### config.mk
export PLATFORM = sky130hd
export DESIGN_NAME = pooled_doubly_linked_list
export DESIGN_NICKNAME = d
export VERILOG_FILES = /design/src/design/pdll_pkg.sv /design/src/design/pdll_ram.sv /design/src/design/pooled_doubly_linked_list.sv
export SDC_FILE = /design/constraint.sdc
export NUM_CORES = 2
export LEC_CHECK = 0
export BUFFER_PORTS_ARGS = -buffer_cell sky130_fd_sc_hd__buf_2
export CAP_MARGIN = 15
export CORE_MARGIN = 1.5
export CORE_UTILIZATION = 57
export CTS_CLUSTER_DIAMETER = 50
export DETAILED_ROUTE_END_ITERATION = 10
export GPL_ROUTABILITY_DRIVEN = 1
export PLACE_DENSITY = 0.76
export SYNTH_ARGS = -nofsm -noshare
export SYNTH_HDL_FRONTEND = slang
export SYNTH_SLANG_ARGS = --single-unit
### constraint.sdc
create_clock -name i_clk -period 3.77 [get_ports i_clk]
set_input_delay 0.1885 -clock i_clk [delete_from_list [all_inputs] [get_ports i_clk]]
set_output_delay 0.1885 -clock i_clk [all_outputs]
set_load 0.05 [all_outputs]
### src/design/pdll_pkg.sv
`timescale 1ns / 1ps

package pdll_pkg;

    localparam int POOL_SLOTS   = 64;
    localparam int PAYLOAD_BITS = 32;
    localparam int SLOT_W       = $clog2(POOL_SLOTS);
    localparam int LINK_W       = SLOT_W + 1;

    // A link value of POOL_SLOTS means "no slot".
    localparam logic [LINK_W-1:0] NONE_LINK = LINK_W'(POOL_SLOTS);

    typedef enum logic [2:0] {
        OP_ADD_FRONT  = 3'd0,
        OP_ADD_BACK   = 3'd1,
        OP_ADD_AFTER  = 3'd2,
        OP_ADD_BEFORE = 3'd3,
        OP_MOVE_FRONT = 3'd4,
        OP_READ       = 3'd5
    } t_op;

    typedef enum logic [1:0] {
        ST_OK     = 2'd0,
        ST_FULL   = 2'd1,
        ST_BADREF = 2'd2
    } t_status;

endpackage

### src/design/pdll_ram.sv
`timescale 1ns / 1ps

// Simple dual-port RAM, one write and one registered read per cycle.
module pdll_ram #(
    parameter int ADDR_W = 6,
    parameter int DATA_W = 7
) (
    input  logic              i_clk,
    input  logic              i_we,
    input  logic [ADDR_W-1:0] i_waddr,
    input  logic [DATA_W-1:0] i_wdata,
    input  logic [ADDR_W-1:0] i_raddr,
    output logic [DATA_W-1:0] o_rdata
);

    logic [DATA_W-1:0] mem [2**ADDR_W];

    always_ff @(posedge i_clk) begin
        if (i_we) begin
            mem[i_waddr] <= i_wdata;
        end
        o_rdata <= mem[i_raddr];
    end

endmodule

### src/design/pooled_doubly_linked_list.sv
`timescale 1ns / 1ps
// A transaction accepted in idle passes through the lookup, link and fix
// states; links are written in them and the result strobe is set in fix.
// No new transaction is taken until the block is back in idle, since the
// link memories have a single read port and need up to three write passes.
// Reset is synchronous and active low; it empties the list and needs no
// clearing pass. The receiver cannot stall, so results are never held back.

// The list state lives in three RAMs (predecessor links, successor links and
// payloads). The used-slot map, head, tail and count are in flip-flops. Each
// transaction reads the reference slot's links at acceptance, then writes the
// changed links back in the lookup, link and fix states; it stays busy until
// all writes are done, so no read can overlap a pending write.
module pooled_doubly_linked_list (
    input  logic                                  i_clk,
    input  logic                                  i_rst_n,
    input  logic                                  start,
    output logic                                  busy,
    input  logic [2:0]                            i_operation,
    input  logic [pdll_pkg::SLOT_W-1:0]           i_ref_slot,
    input  logic [pdll_pkg::PAYLOAD_BITS-1:0]     i_payload,
    output logic                                  o_done,
    output logic [1:0]                            o_status,
    output logic [pdll_pkg::SLOT_W-1:0]           o_slot_out,
    output logic [pdll_pkg::PAYLOAD_BITS-1:0]     o_read_payload,
    output logic [pdll_pkg::LINK_W-1:0]           o_read_prev,
    output logic [pdll_pkg::LINK_W-1:0]           o_read_next,
    output logic [pdll_pkg::LINK_W-1:0]           o_head_out,
    output logic [pdll_pkg::LINK_W-1:0]           o_tail_out,
    output logic [pdll_pkg::LINK_W-1:0]           o_count_out
);
    import pdll_pkg::*;

    typedef enum logic [1:0] {S_IDLE, S_LOOK, S_LINK, S_FIX} t_state;

    t_state                  r_state;
    logic                    r_done;
    logic [POOL_SLOTS-1:0]   r_used;
    logic [LINK_W-1:0]       r_head, r_tail, r_count;

    // Per-transaction context captured at acceptance.
    t_op                     r_op;
    logic                    r_op_known;
    logic [SLOT_W-1:0]       r_ref;
    logic [PAYLOAD_BITS-1:0] r_payload;
    logic [SLOT_W-1:0]       r_slot;
    t_status                 r_status;
    logic                    r_act;
    logic [LINK_W-1:0]       r_h0;
    logic [LINK_W-1:0]       r_p, r_n;
    logic [PAYLOAD_BITS-1:0] r_rd_payload;
    logic [LINK_W-1:0]       r_rd_prev, r_rd_next;

    // Registered results.
    t_status                 r_o_status;
    logic [SLOT_W-1:0]       r_o_slot;
    logic [PAYLOAD_BITS-1:0] r_o_payload;
    logic [LINK_W-1:0]       r_o_prev, r_o_next;

    logic [SLOT_W-1:0]       free_slot;
    logic [LINK_W-1:0]       prev_q, next_q;
    logic [PAYLOAD_BITS-1:0] pay_q;
    logic [LINK_W-1:0]       p_cur, n_cur;
    logic                    is_insert, is_move;
    logic                    prev_we, next_we, pay_we;
    logic [SLOT_W-1:0]       prev_waddr, next_waddr;
    logic [LINK_W-1:0]       prev_wdata, next_wdata;
    t_op                     in_op;
    logic                    in_known, in_ref_op, in_bad, in_full;
    t_status                 in_status;

    // Lowest-numbered free slot; only meaningful when the pool is not full.
    always_comb begin
        free_slot = '0;
        for (int i = POOL_SLOTS - 1; i >= 0; i--) begin
            if (!r_used[i]) begin
                free_slot = SLOT_W'(i);
            end
        end
    end

    // Acceptance checks. A bad reference wins over a full pool.
    always_comb begin
        in_op     = t_op'(i_operation);
        in_known  = (i_operation <= 3'(OP_READ));
        in_ref_op = in_known && (i_operation >= 3'(OP_ADD_AFTER));
        in_bad    = in_ref_op && !r_used[i_ref_slot];
        in_full   = (i_operation <= 3'(OP_ADD_BEFORE)) && (r_count == LINK_W'(POOL_SLOTS));
        if (in_bad) begin
            in_status = ST_BADREF;
        end else if (in_full) begin
            in_status = ST_FULL;
        end else begin
            in_status = ST_OK;
        end
    end

    assign is_insert = r_op_known && (r_op <= OP_ADD_BEFORE);
    assign is_move   = r_op_known && (r_op == OP_MOVE_FRONT);

    // Neighbors of the position being changed. In the lookup cycle they come from
    // the RAM read data or the head or tail; later from the captured copies.
    always_comb begin
        p_cur = r_p;
        n_cur = r_n;
        if (r_state == S_LOOK) begin
            case (r_op)
                OP_ADD_FRONT: begin
                    p_cur = NONE_LINK;
                    n_cur = r_head;
                end
                OP_ADD_BACK: begin
                    p_cur = r_tail;
                    n_cur = NONE_LINK;
                end
                OP_ADD_AFTER: begin
                    p_cur = {1'b0, r_ref};
                    n_cur = next_q;
                end
                OP_ADD_BEFORE: begin
                    p_cur = prev_q;
                    n_cur = {1'b0, r_ref};
                end
                default: begin
                    p_cur = prev_q;
                    n_cur = next_q;
                end
            endcase
        end
    end

    // Link write-back schedule, at most one write per RAM per cycle.
    always_comb begin
        prev_we    = 1'b0;
        next_we    = 1'b0;
        pay_we     = 1'b0;
        prev_waddr = '0;
        next_waddr = '0;
        prev_wdata = NONE_LINK;
        next_wdata = NONE_LINK;
        if (r_act) begin
            unique case (r_state)
                S_LOOK: begin
                    if (is_insert) begin
                        // The new slot gets its own links and payload.
                        prev_we    = 1'b1;
                        prev_waddr = r_slot;
                        prev_wdata = p_cur;
                        next_we    = 1'b1;
                        next_waddr = r_slot;
                        next_wdata = n_cur;
                        pay_we     = 1'b1;
                    end else if (is_move) begin
                        // Unlink the moved slot from its neighbors.
                        next_we    = (p_cur != NONE_LINK);
                        next_waddr = p_cur[SLOT_W-1:0];
                        next_wdata = n_cur;
                        prev_we    = (n_cur != NONE_LINK);
                        prev_waddr = n_cur[SLOT_W-1:0];
                        prev_wdata = p_cur;
                    end
                end
                S_LINK: begin
                    if (is_insert) begin
                        next_we    = (p_cur != NONE_LINK);
                        next_waddr = p_cur[SLOT_W-1:0];
                        next_wdata = {1'b0, r_slot};
                        prev_we    = (n_cur != NONE_LINK);
                        prev_waddr = n_cur[SLOT_W-1:0];
                        prev_wdata = {1'b0, r_slot};
                    end else if (is_move) begin
                        prev_we    = 1'b1;
                        prev_waddr = r_ref;
                        prev_wdata = NONE_LINK;
                        next_we    = 1'b1;
                        next_waddr = r_ref;
                        next_wdata = r_h0;
                    end
                end
                S_FIX: begin
                    // The old head, which exists since it is not the moved slot.
                    if (is_move) begin
                        prev_we    = 1'b1;
                        prev_waddr = r_h0[SLOT_W-1:0];
                        prev_wdata = {1'b0, r_ref};
                    end
                end
                default: begin
                end
            endcase
        end
    end

    pdll_ram #(.ADDR_W(SLOT_W), .DATA_W(LINK_W)) u_prev_ram (
        .i_clk   (i_clk),
        .i_we    (prev_we),
        .i_waddr (prev_waddr),
        .i_wdata (prev_wdata),
        .i_raddr (i_ref_slot),
        .o_rdata (prev_q)
    );

    pdll_ram #(.ADDR_W(SLOT_W), .DATA_W(LINK_W)) u_next_ram (
        .i_clk   (i_clk),
        .i_we    (next_we),
        .i_waddr (next_waddr),
        .i_wdata (next_wdata),
        .i_raddr (i_ref_slot),
        .o_rdata (next_q)
    );

    pdll_ram #(.ADDR_W(SLOT_W), .DATA_W(PAYLOAD_BITS)) u_pay_ram (
        .i_clk   (i_clk),
        .i_we    (pay_we),
        .i_waddr (r_slot),
        .i_wdata (r_payload),
        .i_raddr (i_ref_slot),
        .o_rdata (pay_q)
    );

    always_ff @(posedge i_clk) begin
        if (!i_rst_n) begin
            r_state <= S_IDLE;
            r_done  <= 1'b0;
            r_used  <= '0;
            r_head  <= NONE_LINK;
            r_tail  <= NONE_LINK;
            r_count <= '0;
        end else begin
            r_done <= 1'b0;
            unique case (r_state)
                S_IDLE: begin
                    if (start) begin
                        r_op       <= in_op;
                        r_op_known <= in_known;
                        r_ref      <= i_ref_slot;
                        r_payload  <= i_payload;
                        r_slot     <= free_slot;
                        r_status   <= in_status;
                        r_h0       <= r_head;
                        // A move of the head changes nothing.
                        r_act      <= in_known && (in_status == ST_OK) &&
                                      !(in_op == OP_MOVE_FRONT &&
                                        {1'b0, i_ref_slot} == r_head);
                        r_state    <= S_LOOK;
                    end
                end
                S_LOOK: begin
                    r_p          <= p_cur;
                    r_n          <= n_cur;
                    r_rd_payload <= pay_q;
                    r_rd_prev    <= prev_q;
                    r_rd_next    <= next_q;
                    r_state      <= S_LINK;
                end
                S_LINK: begin
                    if (r_act && is_insert) begin
                        r_used[r_slot] <= 1'b1;
                        r_count        <= r_count + 1'b1;
                        if (r_p == NONE_LINK) begin
                            r_head <= {1'b0, r_slot};
                        end
                        if (r_n == NONE_LINK) begin
                            r_tail <= {1'b0, r_slot};
                        end
                    end else if (r_act && is_move) begin
                        r_head <= {1'b0, r_ref};
                        if (r_n == NONE_LINK) begin
                            r_tail <= r_p;
                        end
                    end
                    r_state <= S_FIX;
                end
                S_FIX: begin
                    r_o_status  <= r_status;
                    r_o_slot    <= '0;
                    r_o_payload <= '0;
                    r_o_prev    <= NONE_LINK;
                    r_o_next    <= NONE_LINK;
                    if (r_status == ST_OK && r_op_known) begin
                        if (is_insert) begin
                            r_o_slot <= r_slot;
                        end else begin
                            r_o_slot <= r_ref;
                        end
                        if (r_op == OP_READ) begin
                            r_o_payload <= r_rd_payload;
                            r_o_prev    <= r_rd_prev;
                            r_o_next    <= r_rd_next;
                        end
                    end
                    r_done  <= 1'b1;
                    r_state <= S_IDLE;
                end
                default: begin
                    r_state <= S_IDLE;
                end
            endcase
        end
    end

    assign busy           = (r_state != S_IDLE);
    assign o_done         = r_done;
    assign o_status       = r_o_status;
    assign o_slot_out     = r_o_slot;
    assign o_read_payload = r_o_payload;
    assign o_read_prev    = r_o_prev;
    assign o_read_next    = r_o_next;
    assign o_head_out     = r_head;
    assign o_tail_out     = r_tail;
    assign o_count_out    = r_count;

endmodule

==> results.md <==
* Violated checks: design-rule violations
* Syn Std Cell Area at 126000 sq um
* Slew Viols, Final at 0
* Via density at 6.82
* I/O pins at 121
* Clock sinks at 3250
* Routability cong. at 0.888
* Post-synthesis cell count at 5591
* Fmax at 272 MHz
* Setup violators final at 0
* Crit-path max FO at 39
* Synth warnings at 0
* CTS Root Cell: clkbuf_16
* Internal power at 62000 uW
* Die H at 472 um
* Slew @ Worst Pin at 1080 ps
* Clock slew at reported path FFs at 60 ps
* Fill count at 13231
* Leakage at 0.0453 uW
* # rows at 172
* Final Hold Fails at 0
* Worst min path class: in2reg
* Total track usage at 0.299
* Fin crit period at 3680 ps
* Comb pwr share at 0.074
* PwrDens at 551 nW/um^2
* Layout cells sized above 1 at 0.327
* Net Sw Power at 17800 uW
* Post-DP Area at 133000 sq um
* Violation count after the first detailed-route iteration at 9227
* Avg Cell Area, Syn at 22.5 sq um
* Clock Power Share at 0.412
* Avg WL per Cell at 35.2 um
* CP endpoint kind: flop
* CP arrival at 4330 ps
* Number of library cell types mapped by synthesis at 84
* CTS Buf Count at 331
* Initial antenna violation count at 7
* Synth top area share at 0.745
* Final WL at 330000 um
* Post-layout net count at 6304
* PortBufs at 120
* Status: finished with violations
* Grt ovf at 0
* Core ar. at 219000 sq um
* Via count at 64014
* Synth-to-layout area growth at 15.4%
* DP Wirelength at 183000 um
* FF+latch count, synth at 3250
* Fraction of registers with async set/reset at 0
* Switching Share at 0.224
* Synth area leaders: edfxtp_1 (75%), mux4_2 (17%), dfxtp_1 (2.1%)
* CTS H-tree depth at 5
* Synth area leader: edfxtp_1
* Initial Util at 0.572
* CP required at 4420 ps
* CP Launch Type: flop
* Setup TNS at 0 ps
* ANT nets after route at 0
* Unrepaired setup endpoints after global routing: false
* Clk buf depth at 4
* MaxCap Viol Count at 0
* Post-CTS Repair Setup Buffers at 0
* Die W at 472 um
* Register share of total power at 0.514
* Post-synth EDFFs at 3116
* Max Clock Skew at 49.9 ps
* Relative slew slack at 0.283
* Top FF cell, synth: edfxtp_1
* Largest net degree at the start of global routing at 80
* VDD IR-drop max at 0.583 mV
* Die area at 223000 sq um
* Worst-Skew Late Latency at 970 ps
* Cell area after layout at 145000 sq um
* Mapped Nets at 5641
* Critical path class: reg2reg
* CTS tree: done
* Number of remaining DRC errors at 2
* Number of global-route vias before repair at 64749
* Register area share after synthesis at 0.767
* Global-route wire length before repair at 473000 um
* TritonRoute pass-1 iters at 9
* Fin crit share at 0.977
## flip-flops by register name (all words and copies together) (netlist names), 32 cells and up
signal and cells:
o_read_payload 32, r_payload 32, r_rd_payload 32, r_used 64, u_next_ram.mem 448, u_pay_ram.mem 2048
u_pay_ram.o_rdata 32, u_prev_ram.mem 448
## synth_stat cells (all sizes together), types with 12 or more instances
cell,instances
edfxtp,3116
mux4,959
nor2,228
buf,153
clkbuf,150
dfxtp,134
nand2,118
a21oi,95
nor3,64
and2,62
nor2b,57
nand3,44
o21ai,41
mux2i,40
o21a,38
inv,28
nand4,25
nand2b,17
a22oi,16
a211oi,14
and3,14
a31oi,13
nand3b,12
o211a,12
## layer usage
layer | wire, um | up-vias | GRT usage | share of wire
met4 | 14200 | 2 | 0.117 | 0.043
met5 | 13 | - | 0 | 0.000039
li1 | - | 24940 | - | -
met1 | 120000 | 33779 | 0.409 | 0.36
met2 | 161000 | 4484 | 0.479 | 0.49
met3 | 34700 | 809 | 0.0604 | 0.11
## timing repair
action | in CTS | in global routing
setup endpoints to repair | 0 | 117
endpoints found under the hold margin | 82 | 0
hold buffers | 74 | 0
gates resized for setup | 0 | 7
## cells by family after synthesis
family	Yosys count	synth area share
xor+xnor	12	0.000837
simple gates	694	0.0278
flops	3250	0.767
mux	999	0.175
fa+ha+maj	7	0.000678
buf+inv	332	0.0122
compound gates	297	0.0164
## layout make-up
class	count	area, sq um	area share
Timing Repair Buffer	633	5680	0.0392
Tap cell	2871	3590	0.0248
Antenna cell	8	20.0	0.000138
Clock buffer	413	8890	0.0614
Sequential cell	3250	96300	0.665
Inverter	29	109	0.000752
Multi-Input combinational cell	2009	28400	0.196
Clock inverter	169	1880	0.0130
## cell usage in the layout (no fill, tap or decap), types with 38 or more instances in the layout
master,netlist,routed
edfxtp_1,3116,3116
mux4_2,959,959
buf_4,24,360
clkbuf_16,0,339
nor2_1,226,149
dfxtp_1,134,134
nand2_1,116,114
buf_2,91,114
a21oi_1,92,90
buf_12,0,79
nor2_4,0,75
dlygate4sd3_1,0,74
nor3_1,63,61
clkbuf_1,149,61
and2_1,62,60
nor2b_1,57,57
clkinv_2,0,50
nand3_1,43,43
clkinv_1,1,42
mux2i_1,40,40
o21a_1,38,38
## stage by stage
| stage | cells | hold slack, ps | utilization | setup WS (ps) | power, uW |
|---|---|---|---|---|---|
| after floorplan | 5591 | 287 | - | 6.73 | 45000 |
| after global placement | 8717 | 365 | 0.607 | 165 | 47300 |
| after detailed placement | 8717 | 367 | 0.607 | 160 | 47400 |
| after CTS | 9373 | 21.2 | 0.660 | 108 | 80000 |
| after global routing | 9375 | 64.8 | 0.660 | 1.72 | 81700 |
| final | 9382 | 44.8 | 0.660 | 87.8 | 79800 |
## power groups by stage
stage | combinational [uW] | clock [uW] | sequential, uW
floorplan | 2950 | 0 | 42100
global placement | 5590 | 0 | 41700
detailed placement | 5710 | 0 | 41700
CTS | 5860 | 33200 | 41000
global route | 6200 | 34500 | 41000
finish | 5910 | 32900 | 41000
## critical path, cell delays in order, from the launching register on
cell and delay [ps]:
dfxtp_1 380, inv_1 100, ha_1 220, buf_12 180, and3b_1 360, a22o_1 360
a21oi_2 290, a21bo_2 280, a211o_1 480, buf_4 260, nor3_1 230, buf_4 220
## worst paths after layout
path	from	end	slack (ps)	depth (start not counted)
worst min register to register	u_pay_ram.o_rdata[5]$_DFF_P_	r_rd_payload[5]$_DFFE_PP_	410	0
worst max register to register	r_state[1]$_SDFFE_PN0P_	u_next_ram.mem[33][3]$_DFFE_PP_	90	11
worst min-delay path	i_ref_slot[1]	r_ref[1]$_DFFE_PP_	40	2
worst max-delay path	r_state[1]$_SDFFE_PN0P_	u_next_ram.mem[33][3]$_DFFE_PP_	90	11
No activity file was read; power rests on OpenSTA's default activity.
